`config.mk`:
```
export PLATFORM = sky130hd
export DESIGN_NAME = lap3_queue
export DESIGN_NICKNAME = d
export VERILOG_FILES = /design/src/rtl/lap3_pkg.sv /design/src/rtl/lap3_queue.sv
export SDC_FILE = /design/constraint.sdc
export NUM_CORES = 1
export LEC_CHECK = 0
export BUFFER_PORTS_ARGS = -buffer_cell sky130_fd_sc_hd__buf_4
export CAP_MARGIN = 20
export CORE_MARGIN = 2
export CORE_UTILIZATION = 57
export DETAILED_ROUTE_END_ITERATION = 10
export GPL_ROUTABILITY_DRIVEN = 0
export HOLD_SLACK_MARGIN = 0.1
export PLACE_DENSITY = 0.79
export SYNTH_ARGS = -nofsm -noshare
export SYNTH_HDL_FRONTEND = slang
export SYNTH_SLANG_ARGS = --single-unit
```
`constraint.sdc`:
```
create_clock -name clk -period 9.2 [get_ports clk]
set_input_delay 1.38 -clock clk [delete_from_list [all_inputs] [get_ports clk]]
set_output_delay 1.38 -clock clk [all_outputs]
set_load 0.01 [all_outputs]
```
`src/rtl/lap3_pkg.sv`:
```
// Package of the 3x3 Laplacian filter: payload types, job type and constants.
// No dependencies; imported by every module of the filter but lap3_ram.
`timescale 1ns / 1ps

package lap3_pkg;

	localparam int PIX_BITS  = 24;
	localparam int CH_BITS   = 8;
	localparam int ROW_BITS  = 12;
	localparam int COL_BITS  = 10;
	localparam int FW_BITS   = 11;
	localparam int FH_BITS   = 13;
	localparam int DATA_BITS = 32;
	localparam int PADDR_BITS = 3;

	localparam int RST_FRAME_WIDTH  = 512;
	localparam int RST_FRAME_HEIGHT = 512;

	localparam logic REG_WIDTH  = 1'b0;
	localparam logic REG_HEIGHT = 1'b1;

	localparam int QDEPTH    = 4;
	localparam int QPTR_BITS = 2;
	localparam int QCNT_BITS = 3;

	localparam logic [CH_BITS-1:0] SAT_MAX = 8'd255;

	typedef struct packed {
		logic [CH_BITS-1:0] red_in;
		logic [CH_BITS-1:0] green_in;
		logic [CH_BITS-1:0] blue_in;
	} pix_in_t;

	typedef struct packed {
		logic [CH_BITS-1:0]  red_out;
		logic [CH_BITS-1:0]  green_out;
		logic [CH_BITS-1:0]  blue_out;
		logic [ROW_BITS-1:0] out_row;
		logic [COL_BITS-1:0] out_col;
		logic                last_of_run;
		logic                frame_done;
	} pix_out_t;

	// One queued job: the 3x3 window after the pixel has been shifted in, the
	// position of that pixel and the set of results it causes.
	typedef struct packed {
		logic [2:0][2:0][PIX_BITS-1:0] win;
		logic [ROW_BITS-1:0]           row;
		logic [COL_BITS-1:0]           col;
		logic [3:0]                    has;
		logic                          top;
		logic                          left;
	} job_t;

	// One channel of the kernel: eight times the absolute sum, saturated.
	function automatic logic [CH_BITS-1:0] lap3_chan(
		input logic [CH_BITS-1:0] up,
		input logic [CH_BITS-1:0] dn,
		input logic [CH_BITS-1:0] lt,
		input logic [CH_BITS-1:0] rt,
		input logic [CH_BITS-1:0] ctr
	);
		logic signed [11:0] s;
		logic [11:0]        a;
		logic [CH_BITS-1:0] v;
		s = $signed(12'(up) + 12'(dn) + 12'(lt) + 12'(rt) - (12'(ctr) << 2));
		a = (s < 0) ? $unsigned(-s) : $unsigned(s);
		if (a > 12'd31) begin
			v = SAT_MAX;
		end else begin
			v = {a[4:0], 3'b000};
		end
		return v;
	endfunction

endpackage

```
`src/rtl/lap3_queue.sv`:
```
// Short job queue between the front end and the back end of the filter.
// Depends on lap3_pkg.
`timescale 1ns / 1ps

module lap3_queue
	import lap3_pkg::*;
(
	input  logic                 clk,
	input  logic                 arst_n,
	input  logic                 push,
	input  job_t                 push_job,
	input  logic                 pop,
	output logic                 head_valid,
	output job_t                 head,
	output logic [QCNT_BITS-1:0] count
);

	job_t                 slot_q [QDEPTH];
	logic [QPTR_BITS-1:0] wptr_q;
	logic [QPTR_BITS-1:0] rptr_q;
	logic [QCNT_BITS-1:0] count_q;

	assign head_valid = (count_q != '0);
	assign head       = slot_q[rptr_q];
	assign count      = count_q;

	always_ff @(posedge clk) begin
		if (push) begin
			slot_q[wptr_q] <= push_job;
		end
	end

	always_ff @(posedge clk or negedge arst_n) begin
		if (!arst_n) begin
			wptr_q  <= '0;
			rptr_q  <= '0;
			count_q <= '0;
		end else begin
			if (push) begin
				wptr_q <= wptr_q + QPTR_BITS'(1);
			end
			if (pop) begin
				rptr_q <= rptr_q + QPTR_BITS'(1);
			end
			count_q <= count_q + QCNT_BITS'(push) - QCNT_BITS'(pop);
		end
	end

endmodule

```
**After elaboration in Yosys (flattened, before gate mapping)**

Memories as Yosys holds them, arrays and structs flattened.
Cells that the tools add are included.

- Flip-flop bits (word level): 7
- Bits in writable memories: 976
- Bits in read-only memories: 0
- Input port bits: 248
- Latch bits: 0
- Logic and storage cells: 11
- Memories: 1

Memories:

| memory | depth | bits a word | rd ports | clocked after memory_dff | write ports | RTL line | RTL |
|---|---|---|---|---|---|---|---|
| slot_q | 4 | 244 | 1 | 0 | 1 | lap3_queue.sv:18 | `job_t slot_q [QDEPTH];` |

- Equality and inequality tests: 0
- Add/sub/neg operators: 4
- Div/mod/pow operators: 0
- Multiplexer cells: 2
- Bitwise operators: 0
- Shift operators: 0
- Multipliers: 0
- $lt $le $gt $ge: 0
- Reductions and logical operators: 1

Operators by type and width:

| operator | count |
|---|---|
| $add 2x1->2 const B | 2 |
| $add 3x1->3 | 1 |
| $reduce_bool 3->1 | 1 |
| $sub 3x1->3 | 1 |
| $mux 1 | 2 |

**Depth between registers and ports, before layout**

- Word-level depth: 2
- Depth in mapped cells: 7
- Mapped depth without buffers: 7

**Least setup slack after synthesis**

Ideal clock, no wire load.

- Path kind: in2reg
- Start: input push
- End: memory slot_q[0][0] (netlist bit), enable pin
- Data arrival time: 6.898 ns
- Required time: 8.565 ns
- Setup time: 0.635 ns
- Path buffers: 0
- Stages: 1
- Slack: 1.667 ns
- Cells stage by stage: and2_1

- Word-level cells in the longest chain between the ends: 2

RTL lines:

| item | RTL line | RTL |
|---|---|---|
| start, declared | lap3_queue.sv:10 | `input logic push,` |
| $mux 1 | lap3_queue.sv:28 | `if (push) begin` |
| $mux 1 (not written as such) | lap3_queue.sv:29 | `slot_q[wptr_q] <= push_job;` |
| end, declared | lap3_queue.sv:18 |  |

Every way passes these cells.

==> results.toml <==
[status]
status = "finished clean"

[yosys]
yosysTopAreaCell = "edfxtp_1"
ys_ff_latch = 983
synthAdderAreaFrac = 0.00265
synth_compound_gate_area_share = 0.000140
synth_top_family_by_area = "multiplexers"
ys_warn_count = 0
synthSimpleGateAreaFrac = 0.00108
ys_seq_area_frac = 0.823
syn_nets = 1563
synth_mux_area_frac = 0.153
avgSynthCellArea_sq_um = 27.4
yosys.cell_types.count = 17
synth_area_leaders = "edfxtp_1 (82%), mux4_2 (15%), buf_12 (1.2%)"
syn-cell-area_sq_um = 35800
synthDominantCellAreaShare = 0.818
synth_xor_area_frac = 0.00122
postSynthCellCount = 1308

[worst_setup_path]
slowest_stage = "dfrtp_4"
required_ns = 7.82
cp_cell_sequence = "buf_4 -> mux4_2 -> buf_4"
worst-path-max-fanout = 70
crit_type = "reg -> out"
setup.worst_path.start_class = "flip-flop"
cpMostUsedCell = "buf_4"
crit_family = "buffers and inverters"
crit_buf_inv = 2
crit_path_end_kind = "output port"
cp.arrival_ns = 3.35
crit_path_max_incr_delay_ns = 1.06

[route]
wirelength_um = 75100
drt-pass1-iter-count = 6
wl_per_cell_um = 27.0
drcViolationCount = 0
drt-initial-drc-count = 1390
vias = 16100
viasPerCell = 5.80
ant_nets = 0

[cts]
root_buffer = "clkbuf_16"
cts_buffer_depth = 3
cts_setup_buffers = 0
cts_tree = "built"
clock_sinks = 983
insertion_delay_ns = 0.66
postCtsHoldBufs = 0
cts_made_buffers = 95
path_clk_slew_ns = 0.06
cts_resized = 0
h-tree-depth = 3

[placement]
placed_cells = 2601
dp_hpwl_um = 44100
io_buffers = 495

[timing]
setup_viol = 0
hold_viol = 0
drv_slew = 0
fmax_mhz = 211
fin_crit_ns = 4.73
worst_pin_slew_ns = 1.14
finalCritPeriodShare = 0.514
max_slew_margin = 0.242
tns_ns = 0
grt_setup_unrepaired = "false"
fin_worst_skew_ns = 0.0337

[layout]
syn_to_final_growth_pct = 20.7
final_cells = 2781
nets = 2116
fillerInstances = 3588
drive_above_1_share = 0.462

[pwr]
cellLeakagePower_nw = 14.7
clockPowerShare = 0.267
seq_power_share = 0.433
swShare = 0.288
internal-power_mw = 10.1
vdd_ir_drop_max_mv = 0.227
p_per_area_nw_per_um2 = 330
switchingPower_mw = 4.11
p_comb_frac = 0.300

[grt]
grt_util_met1 = 0.284
grt_busiest_layer = "met2"
grt_overflow = 0
grt_pass1_wl_um = 109000
use_met3 = 0.0802
grt_usage = 0.232
grt_pass1_vias = 17200
antenna_found_initial = 13
grt_start_max_net_pins = 153
use_met2 = 0.386

[run]
max_cap_viol_count = 0

[floorplan]
die_area_sq_um = 64900
initial_core_util = 0.578
num_rows = 91
io_pins = 496
die_y_um = 255
core-area_sq_um = 61900
chipWidth_um = 255

[hold_path]
hold_path_class = "in -> async"
## synthesized netlist by cell type
cell type  number
fa_1            1
clkbuf_1        5
o21ai_0         1
and2_1          4
buf_12         22
or3_1           1
buf_6           5
inv_1           6
mux4_2        244
buf_2          22
buf_8           1
ha_1            6
xnor2_1         3
dfrtp_1         7
xor2_1          2
nand2_1         2
edfxtp_1      976
## cell usage in the layout (no fill, tap or decap), types with 2 or more instances in the layout
cell type	netlist	layout
clkinv_1	0	18
bufinv_16	0	9
clkbuf_1	5	21
xnor2_1	3	3
clkbuf_16	0	96
inv_1	6	6
and2_4	0	4
xor2_1	2	2
clkinvlp_4	0	4
diode_2	0	8
buf_12	22	4
dfrtp_4	0	2
dfrtp_1	7	5
clkinv_4	0	2
nand2_1	2	2
mux4_2	244	244
clkinv_2	0	16
ha_1	6	6
edfxtp_1	976	976
buf_4	0	507
clkinv_16	0	4
## routing by layer
layer  wire length [um]  up-vias
li1                   -     6801
met1              26600     8457
met2              39000      714
met3               7140      148
met4               2230       12
met5                 86        -
## state kept, by name (all words and copies together), names as in the netlist
register	cells
slot_q	976
count	3
rptr_q	2
wptr_q	2
## through the flow
| stage | utilization | worst slack, ns | power, mW | hold slack [ns] | instance area [sq um] |
|---|---|---|---|---|---|
| 2_1_floorplan | - | 1.67 | 8.98 | 0.494 | 35800 |
| 3_3_place_gp | 0.648 | 5.12 | 10.5 | 0.508 | 40100 |
| 3_5_place_dp | 0.648 | 5.16 | 10.6 | 0.533 | 40100 |
| 4_1_cts | 0.698 | 4.41 | 14.4 | 0.498 | 43200 |
| 5_1_grt | 0.698 | 4.33 | 14.8 | 0.505 | 43200 |
| 6_report | 0.698 | 4.47 | 14.3 | 0.537 | 43200 |
## kinds of logic after synthesis
group	after synthesis
AOI/OAI and AO/OA	1
xor gates and xnor gates	5
adders and majority gates	7
buffers and inverters	61
DFF	983
muxes	244
and+or+nand+nor	7
## final cells by class
class	count	area [sq um]	share of cell area
flip-flops and latches	983	29500	0.682
multi-input cells	264	5690	0.132
repair buffers	511	3890	0.0899
clock buffers	117	2480	0.0574
well taps	837	1050	0.0242
clock inverters	55	611	0.0141
inverters	6	22.5	0.000521
diodes	8	20.0	0.000463
## worst paths after layout
check,startpoint,end,slack [ns],cells after the start
worst max-delay path,rptr_q[1]$_DFFE_PN0P_,head[59],4.47,3
worst min register to register,wptr_q[0]$_DFFE_PN0P_,wptr_q[0]$_DFFE_PN0P_,0.54,1
min in group clk,wptr_q[0]$_DFFE_PN0P_,wptr_q[0]$_DFFE_PN0P_,0.54,1
worst max register to register,wptr_q[1]$_DFFE_PN0P_,slot_q[1][109]$_DFFE_PP_,6.37,4
max in group asynchronous,arst_n,rptr_q[0]$_DFFE_PN0P_,8.48,1
worst min-delay path,arst_n,wptr_q[1]$_DFFE_PN0P_,0.54,1
## power by group through the flow
| stage | registers (mW) | logic (mW) | clock network, mW |
|---|---|---|---|
| finish | 6.17 | 4.28 | 3.81 |
| global route | 6.24 | 4.54 | 4.03 |
| CTS | 6.18 | 4.36 | 3.88 |
| detailed placement | 6.25 | 4.31 | 0 |
| global placement | 6.18 | 4.29 | 0 |
| floorplan | 6.28 | 2.70 | 0 |
No activity file was read; power rests on OpenSTA's default activity.
