$ cat src/rtl/lap3_pkg.sv
// Package of the 3x3 Laplacian filter: payload types, job type and constants.
// No dependencies; imported by every module of the filter but lap3_ram.
`timescale 1ns / 1ps

package lap3_pkg;

	localparam int PIX_BITS  = 24;
	localparam int CH_BITS   = 8;
	localparam int ROW_BITS  = 12;
	localparam int COL_BITS  = 10;
	localparam int FW_BITS   = 11;
	localparam int FH_BITS   = 13;
	localparam int DATA_BITS = 32;
	localparam int PADDR_BITS = 3;

	localparam int RST_FRAME_WIDTH  = 512;
	localparam int RST_FRAME_HEIGHT = 512;

	localparam logic REG_WIDTH  = 1'b0;
	localparam logic REG_HEIGHT = 1'b1;

	localparam int QDEPTH    = 4;
	localparam int QPTR_BITS = 2;
	localparam int QCNT_BITS = 3;

	localparam logic [CH_BITS-1:0] SAT_MAX = 8'd255;

	typedef struct packed {
		logic [CH_BITS-1:0] red_in;
		logic [CH_BITS-1:0] green_in;
		logic [CH_BITS-1:0] blue_in;
	} pix_in_t;

	typedef struct packed {
		logic [CH_BITS-1:0]  red_out;
		logic [CH_BITS-1:0]  green_out;
		logic [CH_BITS-1:0]  blue_out;
		logic [ROW_BITS-1:0] out_row;
		logic [COL_BITS-1:0] out_col;
		logic                last_of_run;
		logic                frame_done;
	} pix_out_t;

	// One queued job: the 3x3 window after the pixel has been shifted in, the
	// position of that pixel and the set of results it causes.
	typedef struct packed {
		logic [2:0][2:0][PIX_BITS-1:0] win;
		logic [ROW_BITS-1:0]           row;
		logic [COL_BITS-1:0]           col;
		logic [3:0]                    has;
		logic                          top;
		logic                          left;
	} job_t;

	// One channel of the kernel: eight times the absolute sum, saturated.
	function automatic logic [CH_BITS-1:0] lap3_chan(
		input logic [CH_BITS-1:0] up,
		input logic [CH_BITS-1:0] dn,
		input logic [CH_BITS-1:0] lt,
		input logic [CH_BITS-1:0] rt,
		input logic [CH_BITS-1:0] ctr
	);
		logic signed [11:0] s;
		logic [11:0]        a;
		logic [CH_BITS-1:0] v;
		s = $signed(12'(up) + 12'(dn) + 12'(lt) + 12'(rt) - (12'(ctr) << 2));
		a = (s < 0) ? $unsigned(-s) : $unsigned(s);
		if (a > 12'd31) begin
			v = SAT_MAX;
		end else begin
			v = {a[4:0], 3'b000};
		end
		return v;
	endfunction

endpackage

$ cat src/rtl/lap3_back.sv
// Back end of the filter: takes jobs from the queue, emits their results one
// per cycle while the output is not stalled, through an output register. Depends on lap3_pkg.
`timescale 1ns / 1ps

module lap3_back
	import lap3_pkg::*;
(
	input  logic     clk,
	input  logic     arst_n,
	input  logic     head_valid,
	input  job_t     head,
	output logic     pop,
	output logic     res_valid,
	input  logic     res_ready,
	output pix_out_t res_data
);

	localparam logic [1:0] KIND_A = 2'd0;
	localparam logic [1:0] KIND_B = 2'd1;
	localparam logic [1:0] KIND_C = 2'd2;
	localparam logic [1:0] KIND_D = 2'd3;

	logic [3:0]          done_q;
	logic [3:0]          remaining;
	logic [3:0]          pick;
	logic [1:0]          kind;
	logic                last_kind;
	logic                load;
	logic                res_valid_q;
	pix_out_t            res_q;
	pix_out_t            res_nx;
	logic [1:0]          ur;
	logic [1:0]          cr;
	logic [1:0]          dr;
	logic [1:0]          lc;
	logic [1:0]          cc;
	logic [1:0]          rc;
	logic [PIX_BITS-1:0] up_px;
	logic [PIX_BITS-1:0] dn_px;
	logic [PIX_BITS-1:0] lt_px;
	logic [PIX_BITS-1:0] rt_px;
	logic [PIX_BITS-1:0] ct_px;
	logic [2:0][CH_BITS-1:0] ch_res;

	always_comb begin
		remaining = head.has & ~done_q;
		priority if (remaining[0]) begin
			kind = KIND_A;
		end else if (remaining[1]) begin
			kind = KIND_B;
		end else if (remaining[2]) begin
			kind = KIND_C;
		end else begin
			kind = KIND_D;
		end
		pick      = 4'b0001 << kind;
		last_kind = ((remaining & ~pick) == 4'b0000);
	end

	// Mirrored borders: the row above the top row and the column left of the
	// first column are both taken from the far side of the window.
	always_comb begin
		ur = head.top ? 2'd2 : 2'd0;
		lc = head.left ? 2'd2 : 2'd0;
		cr = 2'd1;
		dr = 2'd2;
		cc = 2'd1;
		rc = 2'd2;
		res_nx.out_row    = head.row - ROW_BITS'(1);
		res_nx.out_col    = head.col - COL_BITS'(1);
		res_nx.frame_done = 1'b0;
		unique case (kind)
			KIND_A: begin
			end
			KIND_B: begin
				lc = 2'd1;
				cc = 2'd2;
				rc = 2'd1;
				res_nx.out_col = head.col;
			end
			KIND_C: begin
				ur = 2'd1;
				cr = 2'd2;
				dr = 2'd1;
				res_nx.out_row = head.row;
			end
			KIND_D: begin
				ur = 2'd1;
				cr = 2'd2;
				dr = 2'd1;
				lc = 2'd1;
				cc = 2'd2;
				rc = 2'd1;
				res_nx.out_row    = head.row;
				res_nx.out_col    = head.col;
				res_nx.frame_done = 1'b1;
			end
			default: begin
			end
		endcase
		up_px = head.win[ur][cc];
		dn_px = head.win[dr][cc];
		lt_px = head.win[cr][lc];
		rt_px = head.win[cr][rc];
		ct_px = head.win[cr][cc];
		for (int ch = 0; ch < 3; ch++) begin
			ch_res[ch] = lap3_chan(up_px[ch*CH_BITS +: CH_BITS], dn_px[ch*CH_BITS +: CH_BITS],
				lt_px[ch*CH_BITS +: CH_BITS], rt_px[ch*CH_BITS +: CH_BITS],
				ct_px[ch*CH_BITS +: CH_BITS]);
		end
		res_nx.red_out     = ch_res[0];
		res_nx.green_out   = ch_res[1];
		res_nx.blue_out    = ch_res[2];
		res_nx.last_of_run = last_kind;
	end

	assign load = head_valid && (!res_valid_q || res_ready);
	assign pop  = load && last_kind;

	always_ff @(posedge clk or negedge arst_n) begin
		if (!arst_n) begin
			res_valid_q <= 1'b0;
			done_q      <= 4'b0000;
		end else begin
			if (load) begin
				res_valid_q <= 1'b1;
				done_q      <= last_kind ? 4'b0000 : (done_q | pick);
			end else if (res_ready) begin
				res_valid_q <= 1'b0;
			end
		end
	end

	always_ff @(posedge clk) begin
		if (load) begin
			res_q <= res_nx;
		end
	end

	assign res_valid = res_valid_q;
	assign res_data  = res_q;

endmodule

$ cat config.mk
export PLATFORM = sky130hd
export DESIGN_NAME = lap3_back
export DESIGN_NICKNAME = d
export VERILOG_FILES = /design/src/rtl/lap3_pkg.sv /design/src/rtl/lap3_back.sv
export SDC_FILE = /design/constraint.sdc
export NUM_CORES = 1
export LEC_CHECK = 0
export BUFFER_PORTS_ARGS = -buffer_cell sky130_fd_sc_hd__buf_2
export CAP_MARGIN = 40
export CORE_AREA = 2 2 136 138
export CTS_CLUSTER_DIAMETER = 50
export CTS_CLUSTER_SIZE = 40
export DETAILED_ROUTE_END_ITERATION = 12
export DIE_AREA = 0 0 138 140
export GPL_ROUTABILITY_DRIVEN = 0
export GPL_TIMING_DRIVEN = 0
export HOLD_SLACK_MARGIN = 0.03
export PLACE_DENSITY = 0.8
export SYNTH_ARGS = -nofsm -noshare
export SYNTH_HDL_FRONTEND = slang
export SYNTH_SLANG_ARGS = --single-unit
$ cat constraint.sdc
create_clock -name clk -period 6.95 [get_ports clk]
set_input_delay 1.0425 -clock clk [delete_from_list [all_inputs] [get_ports clk]]
set_output_delay 1.0425 -clock clk [all_outputs]
set_load 0.01 [all_outputs]
== After elaboration in Yosys (flattened, before gate mapping) ==
Index checks and enable logic that the tools add are counted.
Widths: inputs -> output; s select.
Storage, ports and cells
  register bits: 53
  input bits: 248
Operators by class
  equality and inequality tests: 3
  bitwise operators: 5
  shifts and indexed selects: 1
  reduce and logical (&&, ||, !) cells: 8
  magnitude comparators: 12
  add/subtract/negate cells: 17
  muxes and demuxes: 39
Operators by type and width (count)
  $bmux 72 s2: 3
  $bmux 24 s2: 5
  $mux 72: 3
  $mux 24: 5
  $mux 12: 4
  $gt 12x5->1 const B: 3
  $lt 12x1->1 const B: 3
  $neg 12->12: 3
  $sub 11x10->12: 3
  $add 10x8->11: 3
  $add 9x8->10: 3
  $add 8x8->9: 3
  $mux 2: 10
  $lt 2x3->1 const B: 6
  $sub 12x1->12 const B: 1
  $mux 10: 1
  $sub 10x1->10 const B: 1
  $mux 3: 3
  $and 4x4->4: 2
  $not 4->4: 2
  $eq 2x2->1 const B: 2
  $logic_not 4->1: 1
  $mux 1: 4
  $mux 4: 1
  8 further kinds: 10

== Depth between registers and ports, before layout ==
  depth after elaboration: 20
  gate-level depth with buffers: 26
  depth with buffers taken out: 22

== Worst setup path after synthesis ==
OpenSTA, ideal clock, no wires.
  kind: input-to-reg
  start point: in head[2] (netlist bit)
  end point: reg res_q, in the netlist res_data[27], data pin
  setup time: 253 ps
  stages: 23
  buffers on the path: 5
  path slack: 182 ps
  data required time: 6697 ps
  arrival: 6515 ps
  cells stage by stage: nor2b_1 > clkbuf_1 > a21oi_1 > clkbuf_1 > buf_1 > clkbuf_1 > nand2_1 > nand2_1 > fa_1 > fa_1 > inv_1 > fa_1 > inv_1 > ha_1 > nor2b_4 > a221oi_2 > o311ai_1 > or4_1 > a2111oi_0 > nand3b_1 > and4_1 > buf_4 > nand2_1
Between the ends
  cells in the longest elaborated chain, start to end: 16
Ends and longest elaborated chain
  start: declaration: RTL line lap3_back.sv:11  | input job_t head,
  $and 4x4->4 *: RTL line lap3_back.sv:46  | remaining = head.has & ~done_q;
  $mux 2 *: RTL line lap3_back.sv:47  | priority if (remaining[0]) begin
  $eq 2x2->1: RTL line lap3_back.sv:72  | unique case (kind)
  $reduce_or 2->1 (no source line)
  $mux 2: RTL line lap3_back.sv:72
  $bmux 72 s2, on equally long branches: RTL line lap3_back.sv:101, lap3_back.sv:102
  $mux 72, on equally long branches: RTL line lap3_back.sv:101, lap3_back.sv:102
  $bmux 24 s2, on equally long branches: RTL line lap3_back.sv:101, lap3_back.sv:102
  $mux 24, on equally long branches: RTL line lap3_back.sv:101, lap3_back.sv:102
  $add 8x8->9: RTL line lap3_pkg.sv:66  | s = $signed(12'(up) + 12'(dn) + 12'(lt) + 12'(rt) - (12'(ctr) << 2));
  $add 9x8->10: RTL line lap3_pkg.sv:66
  $add 10x8->11: RTL line lap3_pkg.sv:66
  $sub 11x10->12 *: RTL line lap3_pkg.sv:66
  $neg 12->12 or $lt 12x1->1 (tied branches): RTL line lap3_pkg.sv:67  | a = (s < 0) ? $unsigned(-s) : $unsigned(s);
  $mux 12 *: RTL line lap3_pkg.sv:67
  $gt 12x5->1: RTL line lap3_pkg.sv:68  | if (a > 12'd31) begin
  end signal: assignment: RTL line lap3_back.sv:136  | res_q <= res_nx;
  end: declaration: RTL line lap3_back.sv:30  | pix_out_t res_q;
Mark *: on every way between the ends. The rest lies on a longest branch, timed or not. The select of a mux whose other input is x is not followed.
A chain may end at the register's enable or synchronous reset.

== Final worst setup path ==
  start point: in head[3] (netlist bit)
  end point: reg res_q, in the netlist res_data[27], data pin
Between the ends
  cells in the longest elaborated chain, start to end: 17
Ends and longest elaborated chain
  $and 4x4->4 *: RTL line lap3_back.sv:46
  $mux 2 *: RTL line lap3_back.sv:49  | end else if (remaining[1]) begin
  $mux 2 *: RTL line lap3_back.sv:47
  $eq 2x2->1: RTL line lap3_back.sv:72
  $reduce_or 2->1 (no source line)
  $mux 2: RTL line lap3_back.sv:72
  $bmux 72 s2, on equally long branches: RTL line lap3_back.sv:101, lap3_back.sv:102
  $mux 72, on equally long branches: RTL line lap3_back.sv:101, lap3_back.sv:102
  $bmux 24 s2, on equally long branches: RTL line lap3_back.sv:101, lap3_back.sv:102
  $mux 24, on equally long branches: RTL line lap3_back.sv:101, lap3_back.sv:102
  $add 8x8->9: RTL line lap3_pkg.sv:66
  $add 9x8->10: RTL line lap3_pkg.sv:66
  $add 10x8->11: RTL line lap3_pkg.sv:66
  $sub 11x10->12 *: RTL line lap3_pkg.sv:66
  $neg 12->12 or $lt 12x1->1 (tied branches): RTL line lap3_pkg.sv:67
  $mux 12 *: RTL line lap3_pkg.sv:67
  $gt 12x5->1: RTL line lap3_pkg.sv:68
Marked as above.

==> reports/summary.md <==
For this run, the post-layout net count is 1845. The starting density of the core came out at 0.503. For this run, the number of Yosys warnings is 0.

After synthesis, the mean cell area works out to 7.45 sq um. In the routed design, unresolved DRC markers number 0. The run gives 62 as the count of distinct cell types in the synthesized netlist. For this run, the slowest stage of the critical path takes 0.50 ns. The type of the setup path with the least slack is input pin to register. The number of failing setup endpoints in the final timing report was 0; the register area share after synthesis was 0.155.

The final cell count without fillers came out at 1716. For this design the top-level I/O count stands at 298. The number of cells on the worst reg-to-reg path is 22.

The ratio of cells with drive above 1 in the final layout is 0.248, and the number of instances on the worst hold path is 2. Entering global routing, the biggest net connects 28 pins. The number of buffers inserted for hold repair after clock tree synthesis was 0. The core region is 0.0178 sq mm.

The post-detailed-route wirelength per cell is 20.1 um. The most used flip-flop cell after synthesis was sky130_fd_sc_hd__edfxtp_1. The flow ran to the end, and the final reports show no timing, DRC or antenna violations. Synthesis inferred 47 register bits. TritonCTS built the clock tree. Dividing the detail-routed via count by the number of cells gives 6.04. For the total standard cell area after synthesis, the log shows 0.00895 sq mm. By instance count, the cell type seen most on the critical path is sky130_fd_sc_hd__fa_1. The tools report the headroom to the max-slew limit as 0.468. The number of synthesized flops with an enable pin was 42. The first detailed-routing pass ran for 5 iterations.

CTS placed an instance of sky130_fd_sc_hd__clkbuf_16 at the clock tree root. Summed over all layers, the global routing overflow is 0. Largest delay contributor family on the critical path: adder cells.

For the worst setup path, the data required time is 7.01 ns. The largest clock skew in the final design is 0.0201 ns. The initial antenna violation count was 5; the multi-input combinational cell area was 0.00688 sq mm.

The post-route clock period utilization was 0.976. The worst hold path terminates at done_q[3]$_DFFE_PN0P_. The launching element type of the critical path is an input pin.

For this design, the slowest cell found on the critical path is sky130_fd_sc_hd__fa_1. The clock tree synthesis step divided the H-tree into 2 levels. The tools report the maximum root-to-sink buffer count as 2. The area fraction of the dominant cell type after synthesis is 0.148. After detailed routing, the total wire length is 34500 um. Clock-pin slew was measured on the worst setup and hold paths at 0.06 ns.

The type of the worst min-delay path is register to register. The total count of hold-check failures in the final report is 0, and the synthesized netlist cell count is 1201. The tools report the data arrival time at the worst-slack endpoint as 6.84 ns.

The type of element capturing the critical path is a register. The maximum clock frequency came out at 0.147 GHz. The run gives 0.00139 sq mm as the sequential cell area.

In this run the critical register-to-register path is captured at res_data[27]$_SDFFCE_PN1P_. The async set or reset register ratio after synthesis is 0.106, and the maximum fanout along the worst path is 10. For the number of pins with negative max-slew slack in the final report, the log shows 0. The measured slew at the worst slew-check pin was 0.797 ns; the synthesized net count was 1565. Yosys attributes the largest share of cell area to sky130_fd_sc_hd__fa_1 15%, sky130_fd_sc_hd__edfxtp_1 14%, sky130_fd_sc_hd__nand2_1 9.6%, sky130_fd_sc_hd__ha_1 7.0%, sky130_fd_sc_hd__mux2i_1 6.8%. The run gives 0 as the max-cap violation count. The number of sinks on the clock net was 47; the combined buffer and inverter count along the critical path was 8. The total via count in the routed design is 10400, and the overall routing resource usage is 0.344. The hold path startpoint was done_q[3]$_DFFE_PN0P_. The logs give 27900 um for the sum of net half-perimeters after detailed placement and 52400 um for the global-route wire length before repair. In this run the critical register-to-register path is launched from done_q[1]$_DFFE_PN0P_. The run gives 9930 as the via count of the first global-routing pass. For the register-to-register path setup slack, the log shows 0.56 ns. At the later pin of the worst-skew pair, clock insertion delay measures 0.32 ns. Count of filler cells inserted in the layout: 1643. The library cell with the largest summed area after synthesis is sky130_fd_sc_hd__fa_1.

In this run, the number of DRC markers left after iteration 0 of detailed routing was 1219. Relative to the synthesized area, the layout overhead comes to 23.1%. The critical path goes through buf_2 -> nor2b_1 -> clkbuf_4 -> nor2_2 -> clkbuf_4 -> buf_6 -> buf_4 -> a211oi_1 -> o22ai_2 -> fa_1 -> fa_1 -> inv_1 -> fa_1 -> inv_1 -> fa_1 -> a211o_1 -> a211oi_2 -> o221ai_2 -> or4_1 -> a211oi_1 -> a211o_1 -> and4_1 -> buf_4 -> nand2_1. Row generation in the floorplan step produced 49 rows.

The die is 140 um tall. The tools report the number of instances in the placed design as 1704. The number of antenna-violating nets in the routed design is 0, and the number of input and output port buffers inserted is 272. Clock period minus worst slack: 6.78 ns. The die covers 0.0193 sq mm. The die is 138 um wide.

The number of clock buffers added by TritonCTS is 5.
-- repair_timing --
item,4_1_cts,5_1_grt
setup endpoints to repair,18,18
gates cloned,0,0
pin swaps,0,5
endpoints found under the hold margin,0,0
buffers inserted,0,5
resized for setup,43,60
-- worst max-delay path by stage --
stage / start / endpoint / slack (ns) / depth (start not counted)
floorplan: head[2] / res_data[27]$_SDFFCE_PN1P_ / 0.18 / 23
global placement: head[2] / res_data[44]$_SDFFCE_PN1P_ / -1.42 / 24
detailed placement: head[2] / res_data[33]$_DFFE_PP_ / -1.49 / 24
CTS: head[3] / res_data[33]$_DFFE_PP_ / 0.008 / 22
global route: head[3] / res_data[27]$_SDFFCE_PN1P_ / -0.09 / 25
finish: head[3] / res_data[27]$_SDFFCE_PN1P_ / 0.17 / 24
-- layer usage --
layer  up-vias  GRT usage  share of wire
met5         -          0        0.00020
met4         2      0.173          0.058
met3       167     0.0745           0.14
met2       813      0.556           0.44
met1      4696      0.438           0.36
li1       4691          -              -
-- layout make-up --
class                   instances  share of cell area
flip-flops and latches         47               0.126
diodes                          5             0.00114
plain buffers                  68              0.0357
repair buffers                279               0.129
clock buffers                   5              0.0114
clock inverters                 3             0.00420
multi-input cells             957               0.624
well taps                     229              0.0260
inverters                     123              0.0419
-- cell families (layout without fill, tap and decap cells) --
| family | after synthesis | in the layout | synth area share |
|---|---|---|---|
| buf+inv | 197 | 478 | 0.0872 |
| fa+ha+maj | 116 | 116 | 0.218 |
| flops | 47 | 47 | 0.155 |
| other cells | 0 | 5 | 0 |
| mux | 62 | 62 | 0.0695 |
| xor+xnor | 47 | 47 | 0.0460 |
| simple gates | 452 | 452 | 0.228 |
| compound gates | 280 | 280 | 0.197 |
-- synth_stat cells, drive strengths merged (4+ instances only) --
library cell    n
nor2b          33
dfrtp           5
nand2         230
a221o          11
xor2           20
mux2i          61
o221ai         13
a211oi         36
buf            23
xnor2          27
nor3b           4
inv           123
and2            6
o21bai          4
edfxtp         42
o22ai          19
nand3          29
a211o           4
nor2           79
nor4            6
nand2b         15
o21ai          81
a31oi          16
clkbuf         51
o211ai          5
fa             66
or4             4
or2             9
nor3           13
ha             50
and3           13
a21oi          69
-- sequential cells by signal, indices dropped and copies added, names as in the netlist --
register	count
res_valid	1
done_q	4
res_data	42
-- worst min-delay path, delay by kind of cell (launching register included) --
family / cells / cell delay [ns]
flops: 1 / 0.35
simple gates: 1 / 0.07
compound gates: 1 / 0.04
-- cells in the final DEF, fill, tap and decap left out, types with 4 or more instances in the layout --
master | synthesis | layout
sky130_fd_sc_hd__mux2i_1 | 61 | 58
sky130_fd_sc_hd__or2_1 | 5 | 5
sky130_fd_sc_hd__o21bai_1 | 4 | 4
sky130_fd_sc_hd__o21ai_1 | 3 | 4
sky130_fd_sc_hd__clkbuf_4 | 0 | 10
sky130_fd_sc_hd__clkbuf_16 | 0 | 5
sky130_fd_sc_hd__nand2_1 | 230 | 229
sky130_fd_sc_hd__dfrtp_1 | 5 | 5
sky130_fd_sc_hd__o221ai_1 | 13 | 12
sky130_fd_sc_hd__buf_4 | 8 | 18
sky130_fd_sc_hd__clkbuf_1 | 51 | 17
sky130_fd_sc_hd__xnor2_1 | 27 | 27
sky130_fd_sc_hd__nor2b_1 | 32 | 30
sky130_fd_sc_hd__ha_1 | 50 | 50
sky130_fd_sc_hd__a31oi_1 | 16 | 16
sky130_fd_sc_hd__a21oi_1 | 69 | 67
sky130_fd_sc_hd__buf_2 | 3 | 280
sky130_fd_sc_hd__and2_1 | 6 | 6
sky130_fd_sc_hd__or4_1 | 4 | 4
sky130_fd_sc_hd__o22ai_1 | 19 | 18
sky130_fd_sc_hd__or2_2 | 4 | 4
sky130_fd_sc_hd__a221o_1 | 11 | 11
sky130_fd_sc_hd__a211o_1 | 4 | 4
sky130_fd_sc_hd__a211oi_1 | 36 | 35
sky130_fd_sc_hd__fa_1 | 66 | 66
sky130_fd_sc_hd__nand3_1 | 29 | 29
sky130_fd_sc_hd__clkbuf_2 | 0 | 18
sky130_fd_sc_hd__and3_1 | 13 | 13
sky130_fd_sc_hd__nor4_1 | 6 | 6
sky130_fd_sc_hd__inv_1 | 123 | 123
sky130_fd_sc_hd__nand2b_1 | 15 | 14
sky130_fd_sc_hd__diode_2 | 0 | 5
sky130_fd_sc_hd__nor3_1 | 13 | 13
sky130_fd_sc_hd__o21ai_0 | 78 | 75
sky130_fd_sc_hd__xor2_1 | 20 | 20
sky130_fd_sc_hd__edfxtp_1 | 42 | 42
sky130_fd_sc_hd__nor2_1 | 79 | 77
sky130_fd_sc_hd__o211ai_1 | 5 | 5
-- stage by stage --
step           area, sq um  setup TNS, ns  setup WS (ns)  hold WS (ns)  utilization
2_1_floorplan         8950              0          0.182         0.463            -
3_3_place_gp         10600         -23.84          -1.42         0.485        0.596
3_5_place_dp         10600         -25.95          -1.49         0.494        0.598
4_1_cts              10900              0        0.00823         0.509        0.612
5_1_grt              11000         -0.494        -0.0929         0.547        0.619
6_report             11000              0          0.167         0.500        0.620
Power is left out: the tool's default activity adds up to more than one toggle a clock period on the data nets, which glitch-free logic cannot reach.
